[config.mk]
export PLATFORM = sky130hd
export DESIGN_NAME = char_lcd_buffered_refresh_unit
export DESIGN_NICKNAME = d
export VERILOG_FILES = /design/src/rtl/clbr_pkg.sv /design/src/rtl/clbr_char_mem.sv /design/src/rtl/clbr_nibble_out.sv /design/src/rtl/char_lcd_buffered_refresh_unit.sv
export SDC_FILE = /design/constraint.sdc
export NUM_CORES = 1
export LEC_CHECK = 0
export ABC_CLOCK_PERIOD_IN_PS = 9200
export BUFFER_PORTS_ARGS = -buffer_cell sky130_fd_sc_hd__buf_2
export CORE_MARGIN = 2
export CORE_UTILIZATION = 50
export CTS_BUF_LIST = sky130_fd_sc_hd__clkbuf_16
export DETAILED_ROUTE_END_ITERATION = 12
export PLACE_DENSITY = 0.65
export SLEW_MARGIN = 20
export SYNTH_ARGS = -nofsm -noshare
export SYNTH_HDL_FRONTEND = slang
export SYNTH_HIERARCHICAL = 1
export SYNTH_SLANG_ARGS = --single-unit
[constraint.sdc]
create_clock -name clock -period 9.2 [get_ports clock]
set_clock_uncertainty 0.15 [all_clocks]
set_input_delay 1.84 -clock clock [delete_from_list [all_inputs] [get_ports clock]]
set_output_delay 1.84 -clock clock [all_outputs]
set_load 0.01 [all_outputs]
[src/rtl/clbr_pkg.sv]
// Shared types, codes and constants for the character LCD refresh unit.
package clbr_pkg;

   localparam int DEF_COLUMNS = 20;
   localparam int DEF_ROWS    = 4;

   // Input operation codes
   localparam logic [1:0] OP_WRITE_CHAR = 2'd0;
   localparam logic [1:0] OP_SET_CURSOR = 2'd1;
   localparam logic [1:0] OP_REFRESH    = 2'd2;
   localparam logic [1:0] OP_TICK       = 2'd3;

   // Refresh sequencer phases
   localparam logic [1:0] PH_IDLE   = 2'd0;
   localparam logic [1:0] PH_START  = 2'd1;
   localparam logic [1:0] PH_LOCATE = 2'd2;
   localparam logic [1:0] PH_DATA   = 2'd3;

   localparam logic [7:0] SET_DDRAM_ADDR = 8'h80;
   localparam logic [7:0] SPACE_CHAR     = 8'h20;

   localparam logic RS_INSTR = 1'b0;
   localparam logic RS_DATA  = 1'b1;

   typedef struct packed {
      logic [1:0] op;
      logic [7:0] char_code;
      logic [4:0] col;
      logic [2:0] row;
   } req_type;

   typedef struct packed {
      logic       reg_select;
      logic [3:0] nibble;
      logic       last;
   } rsp_type;

   // One byte handed to the nibble serializer
   typedef struct packed {
      logic       load;
      logic       rs;
      logic [7:0] data;
   } byte_load_type;

   function automatic logic [7:0] row_offset(input logic [1:0] r);
      logic [7:0] ofs;
      unique case (r)
         2'd0:    ofs = 8'h00;
         2'd1:    ofs = 8'h40;
         2'd2:    ofs = 8'h14;
         default: ofs = 8'h54;
      endcase
      return ofs;
   endfunction

endpackage

[src/rtl/clbr_char_mem.sv]
// Character store: synchronous memory with per-entry valid bits, reads space until written.
module clbr_char_mem
   import clbr_pkg::*;
#(
   parameter int CELLS = DEF_COLUMNS * DEF_ROWS,
   parameter int IDX_W = 7
) (
   input  logic             clock,
   input  logic             reset,
   input  logic             wr_en,
   input  logic [IDX_W-1:0] wr_addr,
   input  logic [7:0]       wr_data,
   input  logic             rd_en,
   input  logic [IDX_W-1:0] rd_addr,
   output logic [7:0]       rd_data
);

   logic [7:0]       mem [CELLS];
   logic [CELLS-1:0] written_ff;
   logic [7:0]       rd_data_ff;

   always_ff @(posedge clock) begin
      if (wr_en) begin
         mem[wr_addr] <= wr_data;
      end
   end

   always_ff @(posedge clock) begin
      if (reset) begin
         written_ff <= '0;
      end else if (wr_en) begin
         written_ff[wr_addr] <= 1'b1;
      end
   end

   // Unwritten entries read back as a space
   always_ff @(posedge clock) begin
      if (rd_en) begin
         rd_data_ff <= written_ff[rd_addr] ? mem[rd_addr] : SPACE_CHAR;
      end
   end

   assign rd_data = rd_data_ff;

endmodule

[src/rtl/clbr_nibble_out.sv]
// Output register: splits one byte into high and low nibble items on the result channel.
module clbr_nibble_out
   import clbr_pkg::*;
(
   input  logic          clock,
   input  logic          reset,
   input  byte_load_type load,
   output logic          busy,
   output logic          rsp_valid,
   input  logic          rsp_stall,
   output rsp_type       rsp_data
);

   logic       valid_ff, valid_in;
   logic       low_ff, low_in;
   logic       rs_ff;
   logic [7:0] byte_ff;

   always_comb begin
      valid_in = valid_ff;
      low_in   = low_ff;
      if (load.load) begin
         valid_in = 1'b1;
         low_in   = 1'b0;
      end else if (valid_ff && !rsp_stall) begin
         if (low_ff) begin
            valid_in = 1'b0;
         end else begin
            low_in = 1'b1;
         end
      end
   end

   always_ff @(posedge clock) begin
      if (reset) begin
         valid_ff <= 1'b0;
         low_ff   <= 1'b0;
      end else begin
         valid_ff <= valid_in;
         low_ff   <= low_in;
      end
   end

   always_ff @(posedge clock) begin
      if (load.load) begin
         rs_ff   <= load.rs;
         byte_ff <= load.data;
      end
   end

   // Free when empty, or once the low nibble leaves this cycle
   assign busy      = valid_ff && !(low_ff && !rsp_stall);
   assign rsp_valid = valid_ff;

   always_comb begin
      rsp_data.reg_select = rs_ff;
      rsp_data.nibble     = low_ff ? byte_ff[3:0] : byte_ff[7:4];
      rsp_data.last       = low_ff;
   end

endmodule

[src/rtl/char_lcd_buffered_refresh_unit.sv]
// Top level: command decode, write cursor and refresh sequencer around the character store.
//
// Usage: items on req_ carry an op (write character, set cursor, request
// refresh, tick). Writes land in the character store at the cursor; a set
// cursor outside COLUMNS x ROWS is dropped. A refresh request is latched and
// started by a later tick; each further tick sends at most one set-address
// byte or one character byte to the display.
// Every byte leaves on rsp_ as two items: the high nibble (last low), then the
// low nibble (last high), with reg_select low for instructions, high for data.
// The first nibble comes from the output register after the tick is taken; a
// character tick first reads the store (a registered read) and loads the byte
// into the output register when the data returns. Items that emit nothing do
// not raise req_stall. The next item is taken in the cycle the low nibble
// leaves.
// Reset clears the cursor and sequencer and marks every store entry unwritten,
// so it reads as a space; no clearing pass is needed. While rsp_stall is high
// the current nibble holds and req_stall stays high until the byte is out.
module char_lcd_buffered_refresh_unit
   import clbr_pkg::*;
#(
   parameter int COLUMNS = DEF_COLUMNS,
   parameter int ROWS    = DEF_ROWS
) (
   input  logic    clock,
   input  logic    reset,
   input  logic    req_valid,
   output logic    req_stall,
   input  req_type req_data,
   output logic    rsp_valid,
   input  logic    rsp_stall,
   output rsp_type rsp_data
);

   localparam int CELLS = COLUMNS * ROWS;
   localparam int IDX_W = (CELLS > 1) ? $clog2(CELLS) : 1;
   localparam int COL_W = (COLUMNS > 1) ? $clog2(COLUMNS) : 1;

   logic [IDX_W-1:0] cursor_ff, cursor_in;
   logic             pending_ff, pending_in;
   logic [1:0]       phase_ff, phase_in;
   logic [IDX_W-1:0] index_ff, index_in;
   logic [COL_W-1:0] rcol_ff, rcol_in;
   logic [1:0]       rrow_ff, rrow_in;
   logic             read_busy_ff, read_busy_in;

   logic             accept;
   logic             out_busy;
   logic             mem_we, mem_re;
   logic [7:0]       mem_rd;
   logic             cursor_ok;
   byte_load_type    load;

   assign req_stall = read_busy_ff || out_busy;
   assign accept    = req_valid && !req_stall;
   assign mem_we    = accept && (req_data.op == OP_WRITE_CHAR);

   assign cursor_ok = ({1'b0, req_data.col} < 6'(COLUMNS)) &&
                      ({1'b0, req_data.row} < 4'(ROWS));

   always_comb begin
      cursor_in    = cursor_ff;
      pending_in   = pending_ff;
      phase_in     = phase_ff;
      index_in     = index_ff;
      rcol_in      = rcol_ff;
      rrow_in      = rrow_ff;
      read_busy_in = 1'b0;
      mem_re       = 1'b0;
      load.load    = 1'b0;
      load.rs      = RS_INSTR;
      load.data    = SET_DDRAM_ADDR;

      // Character read returns: hand it to the output register
      if (read_busy_ff) begin
         load.load = 1'b1;
         load.rs   = RS_DATA;
         load.data = mem_rd;
      end

      if (accept) begin
         case (req_data.op)
            OP_WRITE_CHAR: begin
               cursor_in = (cursor_ff == IDX_W'(CELLS - 1)) ? '0 : cursor_ff + 1'b1;
            end
            OP_SET_CURSOR: begin
               if (cursor_ok) begin
                  cursor_in = IDX_W'(32'(req_data.row) * COLUMNS + 32'(req_data.col));
               end
            end
            OP_REFRESH: begin
               pending_in = 1'b1;
            end
            default: begin
               unique case (phase_ff)
                  PH_IDLE: begin
                     if (pending_ff) begin
                        pending_in = 1'b0;
                        phase_in   = PH_START;
                     end
                  end
                  PH_START: begin
                     index_in  = '0;
                     rcol_in   = '0;
                     rrow_in   = '0;
                     load.load = 1'b1;
                     load.rs   = RS_INSTR;
                     load.data = SET_DDRAM_ADDR + row_offset(2'd0);
                     phase_in  = PH_LOCATE;
                  end
                  PH_LOCATE: begin
                     if (rcol_ff == '0) begin
                        load.load = 1'b1;
                        load.rs   = RS_INSTR;
                        load.data = SET_DDRAM_ADDR + row_offset(rrow_ff);
                     end
                     phase_in = PH_DATA;
                  end
                  default: begin
                     mem_re       = 1'b1;
                     read_busy_in = 1'b1;
                     if (rcol_ff == COL_W'(COLUMNS - 1)) begin
                        rcol_in = '0;
                        rrow_in = rrow_ff + 1'b1;
                     end else begin
                        rcol_in = rcol_ff + 1'b1;
                     end
                     if (index_ff == IDX_W'(CELLS - 1)) begin
                        index_in = '0;
                        phase_in = PH_IDLE;
                     end else begin
                        index_in = index_ff + 1'b1;
                        phase_in = PH_LOCATE;
                     end
                  end
               endcase
            end
         endcase
      end
   end

   always_ff @(posedge clock) begin
      if (reset) begin
         cursor_ff    <= '0;
         pending_ff   <= 1'b0;
         phase_ff     <= PH_IDLE;
         index_ff     <= '0;
         rcol_ff      <= '0;
         rrow_ff      <= '0;
         read_busy_ff <= 1'b0;
      end else begin
         cursor_ff    <= cursor_in;
         pending_ff   <= pending_in;
         phase_ff     <= phase_in;
         index_ff     <= index_in;
         rcol_ff      <= rcol_in;
         rrow_ff      <= rrow_in;
         read_busy_ff <= read_busy_in;
      end
   end

   clbr_char_mem #(
      .CELLS (CELLS),
      .IDX_W (IDX_W)
   ) u_char_mem (
      .clock   (clock),
      .reset   (reset),
      .wr_en   (mem_we),
      .wr_addr (cursor_ff),
      .wr_data (req_data.char_code),
      .rd_en   (mem_re),
      .rd_addr (index_ff),
      .rd_data (mem_rd)
   );

   clbr_nibble_out u_nibble_out (
      .clock     (clock),
      .reset     (reset),
      .load      (load),
      .busy      (out_busy),
      .rsp_valid (rsp_valid),
      .rsp_stall (rsp_stall),
      .rsp_data  (rsp_data)
   );

endmodule
==> results.md <==
Outcome:
- The run finished with clean final reports.

Die:
- The top-level port count is 30.
- The area of the die is 62700 um2.
- The total number of placement rows is 90.
- The total area inside the core boundary comes to 60200 um2.
- The overall die width is 250 um.
- For this configuration, the core starts out at a cell density of 0.504.
- From bottom edge to top edge, the die measures 250 um.

Drt:
- The average routed wire per standard cell is 26.2 um.
- In the routed layout, each cell is associated on average with a via count of 6.08.
- The DRC marker count from the first detailed-route iteration is 1910.
- The remaining antenna violation count after routing is 0.
- The first detailed-routing pass took 5 iterations.
- The DRC violations left is 0.
- The overall via count from detail_route is 15900.
- For this block, the routed nets add up to 68.6 mm of wire.

Logic synthesis:
- The area share of the largest cell type after synthesis is 0.650.
- The number of nets in the synthesized netlist is 1764.
- In this run, distinct cell masters in the synthesized netlist total 65.
- Counting flops with a built-in enable in the synthesized netlist gives 657.
- The mean cell area of the mapped netlist is 17.6 um2.
- Counting flops and latches in the post-synthesis netlist gives 764.
- Of the synthesized area, sequential elements account for 0.720.
- The mapped netlist covers 30400 um2.
- Synthesis produced a netlist whose cell count is 1725.
- In the post-synthesis netlist, the biggest area contributors are sky130_fd_sc_hd__edfxtp_1 (65%), sky130_fd_sc_hd__mux4_2 (11%), sky130_fd_sc_hd__dfxtp_1 (7.1%).
- Of all flip-flops after synthesis, the portion carrying an async set or reset was 0.
- The Yosys step of the flow raised 6 warnings.
- Summed over all instances, the cell type with the most area after synthesis is sky130_fd_sc_hd__edfxtp_1.
- The dominant register cell in the synthesized netlist is sky130_fd_sc_hd__edfxtp_1.

Timing:
- Counting I/O delays and the setup requirement, the final critical path takes 5150 ps.
- The final-report max-slew violation count is 0.
- For the pin with the worst max-slew slack, the measured transition is 1130 ps.
- Based on the critical path, the design can be clocked at up to 194 MHz.
- Setup repair after global routing left no endpoint under its margin.
- The total negative slack for setup checks is 0 ps.
- The worst setup margin is 4050 ps.
- The post-route clock period utilization is 0.559.
- Setup violations remaining at the end of the flow were counted as 0.
- Measured against its own limit, the worst slew margin works out to 0.248.
- The number of hold violations in the final report was 0.

Critical path:
- The classification of the worst setup path is input port to register.
- The required time at the worst-slack endpoint is 9280 ps.
- The critical path arrival is 5230 ps.
- The element type at the critical path end is a register.
- The kind of start point of the critical path is an input port.
- By instance count, the cell type seen most on the critical path is sky130_fd_sc_hd__nor2_1.
- The slowest stage of the critical path belongs to the cell sky130_fd_sc_hd__nor2_1.
- The cell family contributing the most delay on the critical path is simple AND/OR/NAND/NOR gates.
- The depth of the most critical reg-to-reg path is 7.
- The stage delay of the slowest cell on the critical path is 950 ps.
- Counting buffers and inverters, the worst setup path is 9 cells deep.
- Walking the worst path, the cells encountered are buf_2 > inv_1 > a21boi_0 > or2_4 > or3b_1 > nor2_1 > nor2b_1 > nand3_1 > nor2_1.
- The worst path buffer plus inverter count is 2.
- Of all nets on the critical path, the largest fanout is 10.

Clock tree:
- The TritonCTS clock tree is yes.
- The maximum level of the CTS H-tree is 3.
- The clock passes through at most 3 buffers.
- The number of gates given a new drive strength after cts is 0.
- In this run, CTS created clock tree buffers numbering 78.
- The clock reaches the later pin of the worst-skew pair after 620 ps.
- The clock sink total is 764.
- After clock tree synthesis, the clock-pin slew on the worst setup and hold paths is 50 ps.
- After clock tree synthesis, the setup repair step added 0 buffers.
- The clock tree root buffer cell is sky130_fd_sc_hd__clkbuf_16.
- In this run, post-CTS hold repair placed 0 buffers.

Placement:
- The count of buffers added on input and output ports is 29.
- The HPWL after detailed placement is 40.4 mm.
- At the end of routability-driven placement, the weighted congestion stood at 0.914.
- At the placement stage, the worst setup path has a slack of 3510 ps.

Global route:
- The wire length of the first global-routing pass is 103 mm.
- The all-layer global routing usage is 0.222.
- After global routing the overflow that remains totals 0.
- The via count of the first global-routing pass was 15500.
- The number of antenna violations at the first check in global routing was 0.
- Entering global routing, the biggest net connects 101 pins.

Power:
- The analysis attributes to cell leakage a power of 0.0106 uW.
- In this run the power density over the cells is 209 nW/um2.
- IR analysis of the VDD net gives a maximum drop of 0.000114 V.

Layout:
- The layout has 4532 filler cells.
- For this run, the post-layout net count is 1805.
- The number of antenna cells inserted is 0.
- The layout cell share with drive strength beyond 1 is 0.183.
- The area added between synthesis and finish is 11.0%.

Hold path:
- The kind of path behind the tightest hold check is register to register.
- The instance count along the most critical hold path is 2.

Run:
- Max-cap violations in this run came to 0.
[metal layers]
metal / track usage / vias to the layer above / share of wire
met4: 0.0813 / 0 / 0.034
met1: 0.327 / 8248 / 0.43
met3: 0.0372 / 131 / 0.077
met2: 0.337 / 653 / 0.46
li1: - / 6856 / -
met5: 0 / - / 0
[logic make-up (layout without fill, tap and decap cells)]
logic type               Yosys count  in the layout  synth area share
AO/OA/AOI/OAI                    139            139            0.0316
XOR/XNOR                          12             12           0.00346
adder cells (fa/ha/maj)           17             17           0.00725
buffers and inverters            104            211            0.0202
flip-flops                       764            764             0.720
multiplexers                     259            259             0.156
AND/OR/NAND/NOR                  430            430            0.0616
[synthesized netlist by cell type, types with 4 or more instances]
master and instances:
sky130_fd_sc_hd__mux4_1 16, sky130_fd_sc_hd__and3_1 8, sky130_fd_sc_hd__buf_1 6, sky130_fd_sc_hd__mux2_4 4
sky130_fd_sc_hd__and2_2 4, sky130_fd_sc_hd__and2_1 6, sky130_fd_sc_hd__a41oi_1 7, sky130_fd_sc_hd__or3_1 4
sky130_fd_sc_hd__nor2_1 284, sky130_fd_sc_hd__buf_2 24, sky130_fd_sc_hd__nand2_1 48, sky130_fd_sc_hd__a22oi_1 39
sky130_fd_sc_hd__nor2b_1 24, sky130_fd_sc_hd__buf_4 18, sky130_fd_sc_hd__xor2_1 8, sky130_fd_sc_hd__nand4_1 7
sky130_fd_sc_hd__mux4_2 147, sky130_fd_sc_hd__edfxtp_1 657, sky130_fd_sc_hd__buf_6 7, sky130_fd_sc_hd__o32ai_1 10
sky130_fd_sc_hd__o21ai_0 15, sky130_fd_sc_hd__mux2_2 9, sky130_fd_sc_hd__buf_12 4, sky130_fd_sc_hd__nor3_1 10
sky130_fd_sc_hd__nand2b_1 8, sky130_fd_sc_hd__dfxtp_1 107, sky130_fd_sc_hd__a21oi_1 33, sky130_fd_sc_hd__o22ai_1 8
sky130_fd_sc_hd__nand3_1 13, sky130_fd_sc_hd__xnor2_1 4, sky130_fd_sc_hd__mux2i_1 83, sky130_fd_sc_hd__inv_1 15
sky130_fd_sc_hd__ha_1 16, sky130_fd_sc_hd__clkbuf_1 28
[cell usage in the layout, fill, tap and decap left out, types with 9 or more instances in the layout]
cell	count
sky130_fd_sc_hd__a21oi_1	33
sky130_fd_sc_hd__buf_2	28
sky130_fd_sc_hd__ha_1	16
sky130_fd_sc_hd__nor2_1	284
sky130_fd_sc_hd__nor3_1	10
sky130_fd_sc_hd__mux4_2	147
sky130_fd_sc_hd__nand3_1	13
sky130_fd_sc_hd__o32ai_1	10
sky130_fd_sc_hd__nand2_1	48
sky130_fd_sc_hd__a22oi_1	39
sky130_fd_sc_hd__clkinv_1	15
sky130_fd_sc_hd__bufinv_16	10
sky130_fd_sc_hd__clkinv_2	13
sky130_fd_sc_hd__mux2_2	9
sky130_fd_sc_hd__clkbuf_16	82
sky130_fd_sc_hd__edfxtp_1	657
sky130_fd_sc_hd__inv_1	37
sky130_fd_sc_hd__buf_4	20
sky130_fd_sc_hd__mux4_1	16
sky130_fd_sc_hd__mux2i_1	83
sky130_fd_sc_hd__nor2b_1	24
sky130_fd_sc_hd__o21ai_0	15
sky130_fd_sc_hd__dfxtp_1	103
[worst paths after layout]
path | startpoint | endpoint | slack [ps]
worst max register to register | u_nibble_out/low_ff | u_char_mem/mem[22][1] | 4820
worst min-delay path | u_char_mem/written_ff[28] | u_char_mem/written_ff[28] | 320
worst min register to register | u_char_mem/written_ff[28] | u_char_mem/written_ff[28] | 320
worst max-delay path | rsp_stall | u_char_mem/mem[22][1] | 4050
[power breakdown]
group	leakage [uW]	switching, uW	internal [uW]	total (uW)
sequential	0.00679	3.56	3760	3760
combinational	0.00243	88.3	21.7	110
clock	0.00136	1300	1890	3190
[registers in the layout (all words and copies together) (netlist names), 2 cells and up]
register / cells
u_char_mem/mem: 640
u_char_mem/rd_data: 8
u_char_mem/written_ff: 80
rcol_ff: 5
index_ff: 7
phase_ff: 2
cursor_ff: 7
u_nibble_out/byte_ff: 8
rrow_ff: 2
[worst register-to-register path, stage by stage, from the launching register on]
cell	delay, ps
sky130_fd_sc_hd__dfxtp_1	530
sky130_fd_sc_hd__a21boi_0	200
sky130_fd_sc_hd__or2_4	290
sky130_fd_sc_hd__or3b_1	400
sky130_fd_sc_hd__nor2_1	320
sky130_fd_sc_hd__nor2b_1	330
sky130_fd_sc_hd__nand3_1	830
sky130_fd_sc_hd__nor2_1	950
[final cells by class]
type	count	area [um2]	share of cell area
Clock buffer	82	2050	0.0609
Clock inverter	64	551	0.0163
Inverter	16	60.1	0.00178
Multi-Input combinational cell	857	7880	0.234
Sequential cell	764	21900	0.649
Tap cell	782	978	0.0290
Timing Repair Buffer	49	310	0.00920
[metrics by stage]
step	utilization	hold slack (ps)	instance area, um2	total power, uW	cells
after floorplan	-	282	30400	3870	1725
after global placement	0.516	293	31100	3950	2468
after detailed placement	0.516	303	31100	3950	2468
after CTS	0.560	315	33700	7110	2614
after global routing	0.560	331	33700	7250	2614
final	0.560	317	33700	7060	2614
Power figures use the tool's default switching activity.
